<file path="config.mk">
export PLATFORM = sky130hd
export DESIGN_NAME = date_string_to_packed_date
export DESIGN_NICKNAME = d
export VERILOG_FILES = /design/src/ds2pd_pkg.sv /design/src/ds2pd_front.sv /design/src/ds2pd_queue.sv /design/src/ds2pd_back.sv /design/src/date_string_to_packed_date.sv
export SDC_FILE = /design/constraint.sdc
export NUM_CORES = 1
export LEC_CHECK = 0
export BUFFER_PORTS_ARGS = -buffer_cell sky130_fd_sc_hd__buf_2
export CELL_PAD_IN_SITES_DETAIL_PLACEMENT = 1
export CELL_PAD_IN_SITES_GLOBAL_PLACEMENT = 1
export CORE_AREA = 2 2 140 142
export CTS_CLUSTER_DIAMETER = 150
export DETAILED_ROUTE_END_ITERATION = 12
export DIE_AREA = 0 0 142 144
export PLACE_DENSITY_LB_ADDON = 0.12
export SLEW_MARGIN = 20
export SYNTH_ARGS = -nofsm -noshare
export SYNTH_HDL_FRONTEND = slang
export SYNTH_SLANG_ARGS = --single-unit
export TNS_END_PERCENT = 50
</file>
<file path="constraint.sdc">
create_clock -name clk -period 4 [get_ports clk]
set_input_delay 0.6 -clock clk [delete_from_list [all_inputs] [get_ports clk]]
set_output_delay 0.6 -clock clk [all_outputs]
set_load 0.005 [all_outputs]
</file>
<file path="src/ds2pd_pkg.sv">
package ds2pd_pkg;

	typedef enum logic [1:0] {
		CW_DIGIT,
		CW_SEP,
		CW_TERM
	} char_kind_t;

	// One classified character word handed from the front to the back.
	typedef struct packed {
		char_kind_t  kind;
		logic [3:0]  digit;
		logic        empty;
	} char_word_t;

	localparam logic [7:0] CHAR_ZERO = 8'h30;
	localparam logic [7:0] CHAR_NINE = 8'h39;

	localparam logic [13:0] TOKEN_MAX   = 14'd9999;
	localparam logic [14:0] YEAR_BASE   = 15'd1900;
	localparam logic [14:0] YEAR_LAST   = 15'd5995;
	localparam logic [13:0] MONTH_LAST  = 14'd12;
	localparam logic [13:0] DAY_LAST    = 14'd31;
	localparam logic [2:0]  DIGITS_FULL = 3'd4;

endpackage

</file>
<file path="src/ds2pd_front.sv">
module ds2pd_front #(
	parameter int MAX_CHARS = 63
) (
	input  logic                  clk,
	input  logic                  arst_n,
	input  logic                  in_valid,
	output logic                  in_ready,
	input  logic [7:0]            char_code,
	output logic                  push_valid,
	input  logic                  push_ready,
	output ds2pd_pkg::char_word_t push_word
);

	localparam int PW = $clog2(MAX_CHARS + 1);

	logic [PW-1:0] pos_q;
	logic          is_term;
	logic          room;
	logic          accept;

	assign is_term = (char_code == 8'd0);
	assign room    = (pos_q < PW'(MAX_CHARS));
	assign in_ready   = push_ready;
	// drop characters beyond the length limit, keep the terminator
	assign push_valid = in_valid && (is_term || room);
	assign accept     = in_valid && in_ready;

	always_comb begin
		push_word.digit = 4'(char_code - ds2pd_pkg::CHAR_ZERO);
		push_word.empty = (pos_q == '0);
		if (is_term) begin
			push_word.kind = ds2pd_pkg::CW_TERM;
		end else if (char_code >= ds2pd_pkg::CHAR_ZERO && char_code <= ds2pd_pkg::CHAR_NINE) begin
			push_word.kind = ds2pd_pkg::CW_DIGIT;
		end else begin
			push_word.kind = ds2pd_pkg::CW_SEP;
		end
	end

	always_ff @(posedge clk or negedge arst_n) begin
		if (!arst_n) begin
			pos_q <= '0;
		end else if (accept) begin
			if (is_term) begin
				pos_q <= '0;
			end else if (room) begin
				pos_q <= pos_q + 1'b1;
			end
		end
	end

endmodule

</file>
<file path="src/ds2pd_queue.sv">
module ds2pd_queue (
	input  logic                  clk,
	input  logic                  arst_n,
	input  logic                  push_valid,
	output logic                  push_ready,
	input  ds2pd_pkg::char_word_t push_word,
	output logic                  pop_valid,
	input  logic                  pop_ready,
	output ds2pd_pkg::char_word_t pop_word
);

	localparam int DEPTH = 2;
	localparam int AW    = $clog2(DEPTH);
	localparam int CW    = $clog2(DEPTH + 1);

	ds2pd_pkg::char_word_t mem_q [DEPTH];
	logic [AW-1:0] wr_ptr_q;
	logic [AW-1:0] rd_ptr_q;
	logic [CW-1:0] count_q;
	logic          push;
	logic          pop;

	assign push_ready = (count_q != CW'(DEPTH));
	assign pop_valid  = (count_q != '0);
	assign pop_word   = mem_q[rd_ptr_q];
	assign push = push_valid && push_ready;
	assign pop  = pop_valid && pop_ready;

	always_ff @(posedge clk) begin
		if (push) begin
			mem_q[wr_ptr_q] <= push_word;
		end
	end

	always_ff @(posedge clk or negedge arst_n) begin
		if (!arst_n) begin
			wr_ptr_q <= '0;
			rd_ptr_q <= '0;
			count_q  <= '0;
		end else begin
			if (push) begin
				wr_ptr_q <= (wr_ptr_q == AW'(DEPTH - 1)) ? '0 : wr_ptr_q + 1'b1;
			end
			if (pop) begin
				rd_ptr_q <= (rd_ptr_q == AW'(DEPTH - 1)) ? '0 : rd_ptr_q + 1'b1;
			end
			if (push && !pop) begin
				count_q <= count_q + 1'b1;
			end else if (pop && !push) begin
				count_q <= count_q - 1'b1;
			end
		end
	end

endmodule

</file>
<file path="src/ds2pd_back.sv">
module ds2pd_back (
	input  logic                  clk,
	input  logic                  arst_n,
	input  logic                  pop_valid,
	output logic                  pop_ready,
	input  ds2pd_pkg::char_word_t pop_word,
	output logic                  out_valid,
	input  logic                  out_ready,
	output logic [31:0]           packed_date,
	output logic                  bad_date
);

	localparam logic [2:0] PH_PRE_YEAR  = 3'd0;
	localparam logic [2:0] PH_YEAR      = 3'd1;
	localparam logic [2:0] PH_PRE_MONTH = 3'd2;
	localparam logic [2:0] PH_MONTH     = 3'd3;
	localparam logic [2:0] PH_PRE_DAY   = 3'd4;
	localparam logic [2:0] PH_DAY       = 3'd5;
	localparam logic [2:0] PH_DONE      = 3'd6;

	logic [2:0]  phase_q;
	logic [2:0]  dcount_q;
	logic [13:0] token_q;
	logic [11:0] year_q;   // year minus 1900
	logic [3:0]  month_q;  // month minus one
	logic [4:0]  day_q;
	logic        invalid_q;
	logic        out_valid_q;
	logic [31:0] packed_q;
	logic        bad_q;

	logic        take;
	logic [17:0] tok_x10;
	logic [13:0] tok_next;
	logic [2:0]  dcount_next;
	logic [14:0] year_full;
	logic [14:0] year_rel;
	logic        year_ok;
	logic        month_ok;
	logic        day_ok;
	logic [2:0]  cl_phase;
	logic [11:0] cl_year;
	logic [3:0]  cl_month;
	logic [4:0]  cl_day;
	logic        cl_invalid;
	logic        end_invalid;

	assign out_valid   = out_valid_q;
	assign packed_date = packed_q;
	assign bad_date    = bad_q;

	// a terminator waits until the output register is free
	assign pop_ready = (pop_word.kind != ds2pd_pkg::CW_TERM) || !out_valid_q || out_ready;
	assign take      = pop_valid && pop_ready;

	assign tok_x10     = {1'b0, token_q, 3'b000} + {3'b000, token_q, 1'b0}
	                   + {14'd0, pop_word.digit};
	assign tok_next    = (tok_x10 > {4'd0, ds2pd_pkg::TOKEN_MAX}) ?
	                     ds2pd_pkg::TOKEN_MAX : tok_x10[13:0];
	assign dcount_next = (dcount_q < ds2pd_pkg::DIGITS_FULL) ? dcount_q + 1'b1 : dcount_q;

	// short years are taken as offsets from 1900
	assign year_full = {1'b0, token_q}
	                 + ((dcount_q < ds2pd_pkg::DIGITS_FULL) ? ds2pd_pkg::YEAR_BASE : 15'd0);
	assign year_rel  = year_full - ds2pd_pkg::YEAR_BASE;
	assign year_ok   = (year_full >= ds2pd_pkg::YEAR_BASE) && (year_full <= ds2pd_pkg::YEAR_LAST);
	assign month_ok  = (token_q != '0) && (token_q <= ds2pd_pkg::MONTH_LAST);
	assign day_ok    = (token_q != '0) && (token_q <= ds2pd_pkg::DAY_LAST);

	// close the digit run in progress
	always_comb begin
		cl_phase   = phase_q;
		cl_year    = year_q;
		cl_month   = month_q;
		cl_day     = day_q;
		cl_invalid = invalid_q;
		unique case (phase_q)
			PH_YEAR: begin
				if (year_ok) begin
					cl_year  = year_rel[11:0];
					cl_phase = PH_PRE_MONTH;
				end else begin
					cl_invalid = 1'b1;
					cl_phase   = PH_DONE;
				end
			end
			PH_MONTH: begin
				if (month_ok) begin
					cl_month = 4'(token_q - 14'd1);
					cl_phase = PH_PRE_DAY;
				end else begin
					cl_invalid = 1'b1;
					cl_phase   = PH_DONE;
				end
			end
			PH_DAY: begin
				if (day_ok) begin
					cl_day = token_q[4:0];
				end else begin
					cl_invalid = 1'b1;
				end
				cl_phase = PH_DONE;
			end
			default: begin
			end
		endcase
	end

	assign end_invalid = (phase_q == PH_PRE_YEAR) ? 1'b1 : cl_invalid;

	always_ff @(posedge clk or negedge arst_n) begin
		if (!arst_n) begin
			phase_q   <= PH_PRE_YEAR;
			dcount_q  <= '0;
			token_q   <= '0;
			year_q    <= '0;
			month_q   <= '0;
			day_q     <= 5'd1;
			invalid_q <= 1'b0;
		end else if (take) begin
			case (pop_word.kind)
				ds2pd_pkg::CW_DIGIT: begin
					if (phase_q != PH_DONE) begin
						unique case (phase_q) inside
							PH_PRE_YEAR, PH_PRE_MONTH, PH_PRE_DAY: phase_q <= phase_q + 1'b1;
							default: begin
							end
						endcase
						token_q  <= tok_next;
						dcount_q <= dcount_next;
					end
				end
				ds2pd_pkg::CW_SEP: begin
					phase_q   <= cl_phase;
					year_q    <= cl_year;
					month_q   <= cl_month;
					day_q     <= cl_day;
					invalid_q <= cl_invalid;
					token_q   <= '0;
					dcount_q  <= '0;
				end
				default: begin
					// terminator: return to the start state
					phase_q   <= PH_PRE_YEAR;
					dcount_q  <= '0;
					token_q   <= '0;
					year_q    <= '0;
					month_q   <= '0;
					day_q     <= 5'd1;
					invalid_q <= 1'b0;
				end
			endcase
		end
	end

	always_ff @(posedge clk or negedge arst_n) begin
		if (!arst_n) begin
			out_valid_q <= 1'b0;
		end else if (take && pop_word.kind == ds2pd_pkg::CW_TERM) begin
			out_valid_q <= 1'b1;
		end else if (out_ready) begin
			out_valid_q <= 1'b0;
		end
	end

	always_ff @(posedge clk) begin
		if (take && pop_word.kind == ds2pd_pkg::CW_TERM) begin
			if (pop_word.empty) begin
				packed_q <= '0;
				bad_q    <= 1'b0;
			end else if (end_invalid) begin
				packed_q <= '1;
				bad_q    <= 1'b1;
			end else begin
				packed_q <= {cl_year, cl_month, cl_day, 11'd0};
				bad_q    <= 1'b0;
			end
		end
	end

endmodule

</file>
<file path="src/date_string_to_packed_date.sv">
// Date string to packed date word.
// Input channel (in_valid, in_ready, char_code): one string byte per word.
// A zero byte ends the string; only it produces a result word on the
// output channel (out_valid, out_ready, packed_date, bad_date).
// Bytes after the first MAX_CHARS of a string are dropped up to the zero.
// Result: (year-1900)<<20 | (month-1)<<16 | day<<11; 0 for an empty string;
// all ones with bad_date set when there are no digits or a field is out of
// range.
// Throughput: one byte per cycle while the queue has room; the front
// classifies, a two-word queue feeds the back, and the back updates its
// parse state on each word it takes. A zero byte waits in the queue behind
// any words ahead of it; its result is then held in the output register.
// When the receiver stalls, the result holds in the output register; the
// back keeps taking bytes of the next string and the next zero byte waits
// in the queue, so input stalls only once the queue fills.
// Reset clears the queue, the parse state and the output valid at once;
// the block is ready for bytes as soon as reset is released.
module date_string_to_packed_date #(
	parameter int MAX_CHARS = 63
) (
	input  logic        clk,
	input  logic        arst_n,
	input  logic        in_valid,
	output logic        in_ready,
	input  logic [7:0]  char_code,
	output logic        out_valid,
	input  logic        out_ready,
	output logic [31:0] packed_date,
	output logic        bad_date
);

	logic                  push_valid;
	logic                  push_ready;
	ds2pd_pkg::char_word_t push_word;
	logic                  pop_valid;
	logic                  pop_ready;
	ds2pd_pkg::char_word_t pop_word;

	ds2pd_front #(
		.MAX_CHARS(MAX_CHARS)
	) u_front (
		.clk        (clk),
		.arst_n     (arst_n),
		.in_valid   (in_valid),
		.in_ready   (in_ready),
		.char_code  (char_code),
		.push_valid (push_valid),
		.push_ready (push_ready),
		.push_word  (push_word)
	);

	ds2pd_queue u_queue (
		.clk        (clk),
		.arst_n     (arst_n),
		.push_valid (push_valid),
		.push_ready (push_ready),
		.push_word  (push_word),
		.pop_valid  (pop_valid),
		.pop_ready  (pop_ready),
		.pop_word   (pop_word)
	);

	ds2pd_back u_back (
		.clk         (clk),
		.arst_n      (arst_n),
		.pop_valid   (pop_valid),
		.pop_ready   (pop_ready),
		.pop_word    (pop_word),
		.out_valid   (out_valid),
		.out_ready   (out_ready),
		.packed_date (packed_date),
		.bad_date    (bad_date)
	);

endmodule

</file>
# Yosys cells after proc, flatten, opt, wreduce, memory -nomap -nowiden
# Memory sizes are Yosys's and may differ from the RTL's.
# Index checks and enable logic that the tools add are counted.
# totals
reg_bits,86
ramBits,14
out_inout_bits,35
memories,1
# mem_list
name,depth,width,read_ports,rd_ports_with_merged_regs,wr,line,rtl
u_queue.mem_q,2,7,1,0,1,ds2pd_queue.sv:16,ds2pd_pkg::char_word_t mem_q [DEPTH];
# classes
addsub,13
n_lt_le_gt_ge,9
n_eq_ne,14
mux,42
bitwise,1
reduce_logical,32
# ops
op,n
$mux 14,3
$mux 32,1
$mux 12,2
$pmux 12 s2,1
$add 17x15->18,1
$add 18x4->18,1
$gt 18x14->1 const B,1
$mux 3,6
$add 14x11->15,1
$ge 15x11->1 const B,1
$le 15x13->1 const B,1
$le 14x4->1 const B,1
$le 14x5->1 const B,1
$reduce_bool 14->1,1
$mux 1,12
$mux 6,2
$sub 12x11->12 const B,1
$logic_and 1x1->1,11
$mux 11,1
$mux 5,2
$pmux 5 s2,1
$pmux 3 s3,1
$ge 8x6->1 const B,1
$le 8x6->1 const B,1
35 further kinds,56

# Longest topological paths before layout
# Gate-level depths: netlist of run 1.
# logic_depth
ltp_word,9
mapped_depth,15

# By module
# A second synthesis of run 1 with hierarchy kept.
# hier_totals
hier_cells,641
hier_area_um2,6249.7
# modules_own_cells
mod,instances,cells_each,area_per_inst_um2
ds2pd_back,1,546,5064.9
ds2pd_queue,1,40,715.7
ds2pd_front,1,55,469.2

# Least setup slack after synthesis of run 1
# Ideal clock, no wire load.
# synth_path
kind,register to register
start,register u_queue.rd_ptr_q
end,register u_back.token_q[5]
setup_time_ns,0.095
t_arrival_ns,3.790
slack_ns,0.115
stages_incl_launch_ff,14
path_buffers,1
period_less_slack_ns,3.885
path_cell_list,dfrtp_1 clkbuf_1 mux2i_1 fa_1 inv_1 ha_1 a211oi_1 o21ai_1 a311oi_2 nor3b_1 or4b_1 a21oi_2 nand2_1 o31ai_1
# synth_via
elab_chain_len,6
# synth_rtl
element,line,rtl
from (decl),ds2pd_queue.sv:18,logic [AW-1:0] rd_ptr_q;
from (signal assigned),ds2pd_queue.sv:45,rd_ptr_q <= (rd_ptr_q == AW'(DEPTH - 1)) ? '0 : rd_ptr_q + 1'b1;
$mem_v2 2x7 (*),--,
$add 18x4->18 / $ne 2x2->1 (equally long branches),"ds2pd_back.sv:57, ds2pd_back.sv:53",
$gt 18x14->1 / $logic_or 1x1->1 (equally long branches),"ds2pd_back.sv:58, ds2pd_back.sv:53",
$mux 14 / $logic_or 1x1->1 (equally long branches),"ds2pd_back.sv:58, ds2pd_back.sv:53",
$mux 14 / $logic_and 1x1->1 (equally long branches),"ds2pd_back.sv:123, ds2pd_back.sv:54",
$mux 14 / $reduce_and 2->1 (equally long branches),--,
to (signal assigned),ds2pd_back.sv:129,token_q <= tok_next;
to (decl),ds2pd_back.sv:23,logic [13:0] token_q;
# Mark *: on every way between the ends. The rest lies on a longest branch, timed or not. The select of a mux whose other input is x is not followed.
# A chain may end at the register's enable or synchronous reset.

# Worst setup path after layout of run 1
# Ends and elaborated chain as after synthesis.

==> reports/results.tsv, run 1 <==
metric	value	unit
status	complete, no violations	
worst-path fanout max	5	
Synth Instances	688	
pwr dens	857	nW/um^2
via count	5546	
clk slew on worst S/H paths	0.07	ns
drt wl/cell	19.2	um
GP Congestion	0.839	
YS warnings	0	
Switching Fraction	47.1	%
Min-Delay Path Class	input port to asynchronous set/reset pin	
Final Max Tran Viols	0	
leak pwr	3.16	nW
Sw Pwr	3.03	mW
Synth Cell Area	6490	um^2
clk buf depth	2	
RSZ-0062 raised after global routing	false	
Most used DFF post-synth	dfrtp_1	
initial core utilization	34.0	%
CTS tree	yes	
Setup crit end kind	register	
die width	142	um
gr ovfl total	0	
clock skew	0.0112	ns
DRC	0	
filler cell count	2187	
dpl hpwl	13700	um
post-route antenna net violation count	0	
Net Count, Synth	751	
Setup Viol. Count Final	0	
commonest non-fill, non-tap cell in the layout	dfrtp_1	
Comb power frac	61.8	%
layout cells sized above 1	17.9	%
cts hold-fix bufs	0	
Layout Nets	796	
Seq pwr share	23.1	%
distinct cell type count of the synthesized netlist	76	
WHS	0.399	ns
Die Height	144	um
initial antenna violation count	0	
startpoint types	register	
CP arrival	4.05	ns
Worst VDD drop	0.329	mV
commonest cells after routing, fill and taps aside	dfrtp_1, nand2_1, ha_1	
clk_lat worst skew	0.36	ns
Port Buffer Count	46	
Clk pwr share	15.1	%
worst slew pin tran	0.958	ns
area grow syn2layout	15.5	%
placed cell areas	7080	um^2
largest net degree at the start of global routing	36	
Max Freq	264	MHz
Sink Count	89	
WP data required	4.26	ns
number of synthesized flops with an enable pin	36	
gr usage total	18.9	%
Seq/Total Area, Yosys	37.1	%
DR iter-0 viols	203	
CTS root buf	clkbuf_16	
FF+latch count, synth	89	
Die ar.	20400	um^2
area of the multi-input gates	3830	um^2
DRT Wirelength	18800	um
Post-Syn Area per Cell	9.44	um^2
row count	51	
vias in the first global route	5844	
# IOs	47	
via density per instance	5.68	
Crit Path Category	register to register	
final hold vios	0	
CTS H-tree lvls	3	
number of diodes	0	
post-route design area	7500	um^2
FF/Latch Area	2410	um^2
Slew headroom	36.1	%
max_cap viols	0	
FFs w/ async S/R, synth	59.6	%
fin crit period	3.79	ns
core box area	19100	um^2
post-route clock period utilization	94.8	%
drt pass-1 iters	4	
internal power	3.40	mW
CTS Buf Count	9	
global-route wire length before repair	30600	um
final timing paths:
path,startpoint,depth (start not counted),slack (ns),endpoint
min in group clk,char_code[1],1,0.46,u_queue.mem_q[1][2]
hold reg to reg,u_back.day_q[0],2,0.48,u_back.day_q[0]
setup / recovery,u_queue.rd_ptr_q,13,0.21,u_back.token_q[5]
max in group asynchronous,arst_n,2,2.72,u_back.day_q[0]
setup reg to reg,u_queue.rd_ptr_q,13,0.21,u_back.token_q[5]
hold / removal,arst_n,1,0.40,u_back.token_q[9]
layer usage:
layer | track usage, % | part of all wire [%] | up-vias
met5 | 0 | 0 | -
met4 | 5.63 | 1.4 | 0
met3 | 3.15 | 2.3 | 18
met2 | 32.3 | 49 | 84
met1 | 24.7 | 47 | 2755
li1 | - | - | 2689
power groups by stage:
stage	sequential (mW)	combinational [mW]	clock, mW
2_1_floorplan	1.45	2.63	0
4_1_cts	1.49	3.95	0.993
5_1_grt	1.52	4.42	1.02
3_3_place_gp	1.49	3.81	0
3_5_place_dp	1.50	3.93	0
6_report	1.49	3.98	0.968
Yosys cell counts, drive strengths merged, types with 5 or more instances:
| cell type | instances | area, um^2 |
|---|---|---|
| mux2i | 10 | 100 |
| o211ai | 24 | 180 |
| nor3 | 10 | 50.1 |
| o311ai | 7 | 61.3 |
| mux2 | 5 | 56.3 |
| o21a | 6 | 45.0 |
| or4 | 11 | 82.6 |
| o31ai | 5 | 37.5 |
| nand4 | 20 | 125 |
| o21ai | 39 | 195 |
| xor2 | 14 | 123 |
| a21oi | 30 | 154 |
| nor4 | 11 | 75.1 |
| a211oi | 9 | 72.6 |
| clkbuf | 20 | 75.1 |
| nand3 | 20 | 100 |
| a22o | 12 | 105 |
| a311o | 5 | 50.1 |
| and2 | 12 | 75.1 |
| xnor2 | 20 | 175 |
| nand2 | 50 | 190 |
| nor2b | 9 | 56.3 |
| a21o | 11 | 82.6 |
| nor2 | 37 | 139 |
| dfrtp | 52 | 1300 |
| ha | 48 | 601 |
| and3 | 5 | 31.3 |
| buf | 26 | 153 |
| inv | 35 | 131 |
| nand2b | 13 | 81.3 |
| edfxtp | 36 | 1080 |
| o22ai | 8 | 50.1 |
final cells by class:
class / count / area share, %
Multi-Input combinational cell: 519 / 51.0
Sequential cell: 89 / 32.1
Clock inverter: 7 / 1.43
Timing Repair Buffer: 79 / 6.70
Tap cell: 238 / 3.97
Inverter: 35 / 1.75
Clock buffer: 9 / 3.00
through the flow:
stage               std cells  worst slack [ns]  setup TNS [ns]  utilization (%)  total power [mW]
finish                    976             0.209               0             39.3              6.43
global route              976            0.0333               0             39.3              6.96
CTS                       975            0.0915               0             38.9              6.43
detailed placement        959           -0.0890          -0.436             37.1              5.43
global placement          959          -0.00183        -0.00183             37.1              5.30
floorplan                 688             0.115               0                -              4.09
worst max-delay path, cell delays in order (launching register included):
cell      delay [ns]
dfrtp_2         0.41
mux2_2          0.34
ha_1            0.28
ha_1            0.18
inv_1           0.06
fa_1            0.40
nand2b_1        0.20
a21oi_1         0.18
o21ai_0         0.19
o221ai_1        0.27
or4b_4          0.54
a21oi_4         0.24
nand2_1         0.16
o31ai_1         0.25
kinds of logic (layout without fill, tap and decap cells):
logic type	Yosys count	count (layout)	share of synthesized area [%]
AOI/OAI and AO/OA	196	197	21.8
xor gates and xnor gates	34	34	4.59
adders and majority gates	51	51	10.2
buffers and inverters	81	130	5.53
DFF	89	89	37.1
muxes	15	15	2.41
and+or+nand+nor	222	222	18.4
state kept, by name (all words and copies together), names as in the netlist:
| name | cells |
|---|---|
| u_back.token_q | 14 |
| u_queue.count_q | 2 |
| u_back.invalid_q | 1 |
| u_front.pos_q | 6 |
| u_back.phase_q | 3 |
| u_back.year_q | 12 |
| u_back.month_q | 4 |
| u_back.day_q | 5 |
| u_back.dcount_q | 3 |
| u_queue.mem_q | 14 |
| u_queue.wr_ptr_q | 1 |
| u_back.packed_date | 22 |
| u_back.out_valid | 1 |
| u_queue.rd_ptr_q | 1 |
timing repair:
action / 4_1_cts / 5_1_grt
setup buffers: 0 / 0
pin swaps: 0 / 2
resized for setup: 3 / 13
endpoints found under the setup margin: 11 / 34
cloned: 0 / 1
(Power assumes the default switching activity.)
==> run 2: changes to the inputs <==
Settings changed: RECOVER_POWER set to 100.
==> run 2 against run 1 <==
- the run now ends with capacitance limit, slew limit left
- sequential power about the same
- clock skew decreased by 0.00079 ns
- sequential share of layout area increased by 0.28 points
- wire length increased by 0.10%
- fmax increased by 0.18%
- via count about the same
- critical path type unchanged
==> reports/results.tsv, run 2 (synthesis gave the netlist of run 1 again) <==
metric	value	unit
status	complete, but fails checks	
failing checks	capacitance limit, slew limit	
internal power	3.36	mW
hold path startpoint	u_back.day_q[0]	
DR iter-0 viols	219	
gr usage total	18.9	%
reg-to-reg startpoint	u_queue.rd_ptr_q	
DRT Wirelength	18800	um
worst slew pin tran	2.25	ns
core box area	19100	um^2
Layout Nets	796	
Slew headroom	-50.3	%
Crit Path Category	register to register	
Switching Fraction	47.3	%
largest net degree at the start of global routing	36	
max reg flops	22	
drt wl/cell	19.2	um
CTS H-tree lvls	3	
area of the multi-input gates	3820	um^2
commonest cells after routing, fill and taps aside	dfrtp_1, nand2_1, ha_1	
area grow syn2layout	14.6	%
filler cell count	2202	
CTS Buf Count	9	
vias in the first global route	5844	
dpl hpwl	13700	um
Post-Route Utilization	39.0	%
layout cells sized above 1	13.4	%
clk buf depth	2	
worst-path fanout max	5	
Sw Pwr	3.01	mW
leak pwr	3.06	nW
row count	51	
pwr dens	856	nW/um^2
# IOs	47	
Seq pwr share	23.4	%
Setup Viol. Count Final	0	
clk slew on worst S/H paths	0.07	ns
clk_lat worst skew	0.36	ns
Setup crit end kind	register	
Final Max Tran Viols	36	
FF/Latch Area	2410	um^2
via density per instance	5.69	
initial antenna violation count	0	
Max Freq	264	MHz
Clk pwr share	15.2	%
GP Congestion	0.839	
Worst Setup SP	u_queue.rd_ptr_q	
Worst VDD drop	0.326	mV
clock skew	0.0105	ns
setup slack after layout	0.215	ns
Min-Delay Path Class	register to register	
die width	142	um
Die ar.	20400	um^2
WP data required	4.26	ns
Sink Count	89	
Die Height	144	um
RSZ-0062 raised after global routing	false	
DRC	0	
gr ovfl total	0	
fin crit period	3.78	ns
number of diodes	0	
final hold vios	0	
CTS root buf	clkbuf_16	
Comb power frac	61.4	%
post-route clock period utilization	94.6	%
commonest non-fill, non-tap cell in the layout	dfrtp_1	
cts hold-fix bufs	0	
startpoint types	register	
initial core utilization	34.0	%
max_cap viols	1	
post-route antenna net violation count	0	
drt pass-1 iters	4	
via count	5550	
Port Buffer Count	46	
Post-Place Worst Slack	-0.0890	ns
CP arrival	4.05	ns
CTS tree	yes	
global-route wire length before repair	30600	um
[run 2: metal layers]
metal	up-vias	share of wire [%]	GRT usage (%)
met5	-	0	0
met2	85	49	32.3
met1	2756	47	24.7
li1	2691	-	-
met4	0	1.4	5.63
met3	18	2.4	3.15
[run 2: final cells by class]
type                    count  area share (%)
multi-input cells         519            51.4
flip-flops and latches     89            32.4
repair buffers             79            6.00
well taps                 238            4.00
clock buffers               9            3.03
inverters                  35            1.77
clock inverters             7            1.45
[run 2: worst max-delay path, cell delays in order, from the launching register on]
cell	delay, ns
dfrtp_2	0.41
mux2_2	0.34
ha_1	0.28
ha_1	0.18
inv_1	0.06
fa_1	0.40
nand2b_1	0.20
a21oi_1	0.18
o21ai_0	0.19
o221ai_1	0.27
or4b_4	0.54
a21oi_4	0.23
nand2_1	0.16
o31ai_1	0.25
[run 2: power groups by stage]
stage | combinational [mW] | clock [mW] | sequential (mW)
floorplan | 2.63 | 0 | 1.45
global route | 4.35 | 1.02 | 1.53
CTS | 3.95 | 0.993 | 1.49
global placement | 3.81 | 0 | 1.49
finish | 3.91 | 0.967 | 1.49
detailed placement | 3.93 | 0 | 1.50
[run 2: worst paths after layout]
kind / cells past startpoint / slack [ns] / end
setup reg to reg: 13 / 0.22 / u_back.token_q[5]
setup / recovery: 13 / 0.22 / u_back.token_q[5]
max in group asynchronous: 2 / 1.21 / u_front.pos_q[2]
hold / removal: 2 / 0.48 / u_back.day_q[0]
hold reg to reg: 2 / 0.48 / u_back.day_q[0]
min in group asynchronous: 1 / 0.91 / u_back.token_q[9]
[run 2: through the flow]
step	setup TNS [ns]	hold WS [ns]	instances	total power, mW	cell area (um^2)
2_1_floorplan	0	0.304	688	4.09	6490
3_3_place_gp	-0.00183	0.468	959	5.30	7080
3_5_place_dp	-0.436	0.469	959	5.43	7080
4_1_cts	0	0.418	975	6.43	7430
5_1_grt	0	0.507	976	6.90	7440
6_report	0	0.478	976	6.37	7440
[run 2: what timing repair did]
item / CTS / global route
pin swaps: 0 / 2
cloned: 0 / 1
resized for setup: 3 / 13
endpoints found under the setup margin: 11 / 34
buffers inserted: 0 / 0
==> run 3: changes to the inputs <==
==> constraint.sdc (replaced) <==
create_clock -name clk -period 4.8 [get_ports clk]
set_input_delay 0.96 -clock clk [delete_from_list [all_inputs] [get_ports clk]]
set_output_delay 0.96 -clock clk [all_outputs]
set_load 0.005 [all_outputs]
==> run 3 against run 2 <==
- fmax down 16%
- core utilization decreased by 1.5 points
- worst hold slack got worse by 0.0042 ns
- the flow still finishes with violations (capacitance limit, slew limit)
- sequential cell count is the same
- first-iteration DRC count grew 29%
- via count shrank 2.6%
- largest power group unchanged
- combinational power fell by 24%
- critical path depth shrank 1
- clock power shrank 28%
- clock skew about the same
==> reports/results.tsv, run 3 (synthesis gave the netlist of run 1 again) <==
metric	value	unit
status	complete, but fails checks	
failing checks	capacitance limit, slew limit	
commonest non-fill, non-tap cell in the layout	dfrtp_1	
largest net degree at the start of global routing	42	
die width	142	um
post-route antenna net violation count	0	
Cell Chain, Critical Path	inv_1, ha_1, fa_1, and4_1, o2111a_1, a2111oi_4, o32ai_1, a31o_1, a211oi_2, clkbuf_1, nand2_2, o311ai_1	
Slew headroom	-55.2	%
drt wl/cell	18.9	um
placed cell areas	6910	um^2
area grow syn2layout	10.2	%
gr usage total	18.2	%
Final Max Tran Viols	65	
Total Neg Setup Slack	0	ns
DRC	0	
vias in the first global route	5479	
post-route design area	7160	um^2
post-route clock period utilization	93.9	%
leak pwr	2.92	nW
CTS H-tree lvls	3	
# IOs	47	
critical path's top delay family	compound AO/OA/AOI/OAI gates	
initial core utilization	34.0	%
pwr dens	690	nW/um^2
initial antenna violation count	0	
Port Buffer Count	46	
commonest cells after routing, fill and taps aside	dfrtp_1, nand2_1, ha_1	
Die Height	144	um
GP Congestion	0.824	
drt pass-1 iters	4	
clk slew on worst S/H paths	0.07	ns
Setup crit end kind	register	
via count	5407	
number of diodes	0	
CTS Buf Count	9	
Die ar.	20400	um^2
fin crit period	4.51	ns
WHS	0.474	ns
Critical-path top delay cell	fa_1	
CTS root buf	clkbuf_16	
max_cap viols	2	
clk_lat worst skew	0.34	ns
dpl hpwl	13500	um
grt peak-use layer	met2	
global-route wire length before repair	29600	um
max reg flops	22	
clock skew	0.0108	ns
Worst VDD drop	0.293	mV
worst-path fanout max	11	
final hold vios	0	
CTS tree	yes	
PostCTS Resize Cnt	0	
filler cell count	2205	
grt met2 use	32.1	%
layout cells sized above 1	8.77	%
DR iter-0 viols	283	
startpoint types	register	
worst slew pin tran	2.33	ns
gr ovfl total	0	
row count	51	
CP Buf/Inv Count	2	
met3 usage	2.42	%
CP arrival	4.61	ns
Layout Nets	776	
clk buf depth	2	
Max Freq	222	MHz
core box area	19100	um^2
grt met1 use	23.8	%
Crit Path Category	register to register	
WP data required	4.90	ns
Min-Delay Path Class	register to register	
via density per instance	5.66	
Post-CTS Setup Repair Bufs	0	
area of the multi-input gates	3740	um^2
crit-path max cell delay	0.59	ns
RSZ-0062 raised after global routing	false	
FF/Latch Area	2410	um^2
DRT Wirelength	18100	um
Sink Count	89	
Post-Route Utilization	37.5	%
Setup Viol. Count Final	0	
cts hold-fix bufs	0	
[run 3: where the power goes]
part           switching, mW  total [mW]  internal [mW]
combinational           1.89        2.97           1.08
sequential             0.195        1.27           1.08
clock                  0.299       0.695          0.396
[run 3: worst min-delay path, cell delays in order, from the launching register on]
cell	delay, ns
dfstp_2	0.37
inv_1	0.04
a22oi_1	0.06
[run 3: final timing paths]
kind	from	to	slack, ns	cells after the start
worst min-delay path	u_back.day_q[0]	u_back.day_q[0]	0.47	2
worst max-delay path	u_back.dcount_q[2]	u_back.packed_date[31]	0.29	12
max in group asynchronous	arst_n	u_back.day_q[4]	1.38	2
worst min register to register	u_back.day_q[0]	u_back.day_q[0]	0.47	2
worst max register to register	u_back.dcount_q[2]	u_back.packed_date[31]	0.29	12
min in group asynchronous	arst_n	u_back.year_q[9]	0.73	1
[run 3: layout make-up]
type	count	share of cell area (%)
clock inverters	4	0.367
flip-flops and latches	89	33.7
clock buffers	12	3.74
inverters	35	1.84
well taps	238	4.16
multi-input cells	518	52.3
repair buffers	60	3.97
[run 3: metrics by stage]
stage / worst slack, ns / power, mW / std cells
2_1_floorplan: 0.915 / 3.41 / 688
3_3_place_gp: 0.444 / 4.26 / 940
3_5_place_dp: 0.347 / 4.33 / 940
4_1_cts: 0.306 / 5.04 / 956
5_1_grt: 0.0348 / 5.39 / 956
6_report: 0.294 / 4.94 / 956
[run 3: layer usage]
| layer | vias up | share of wire [%] |
|---|---|---|
| met5 | - | 0 |
| met4 | 0 | 1.5 |
| met3 | 16 | 2.0 |
| met2 | 69 | 49 |
| met1 | 2684 | 48 |
| li1 | 2638 | - |
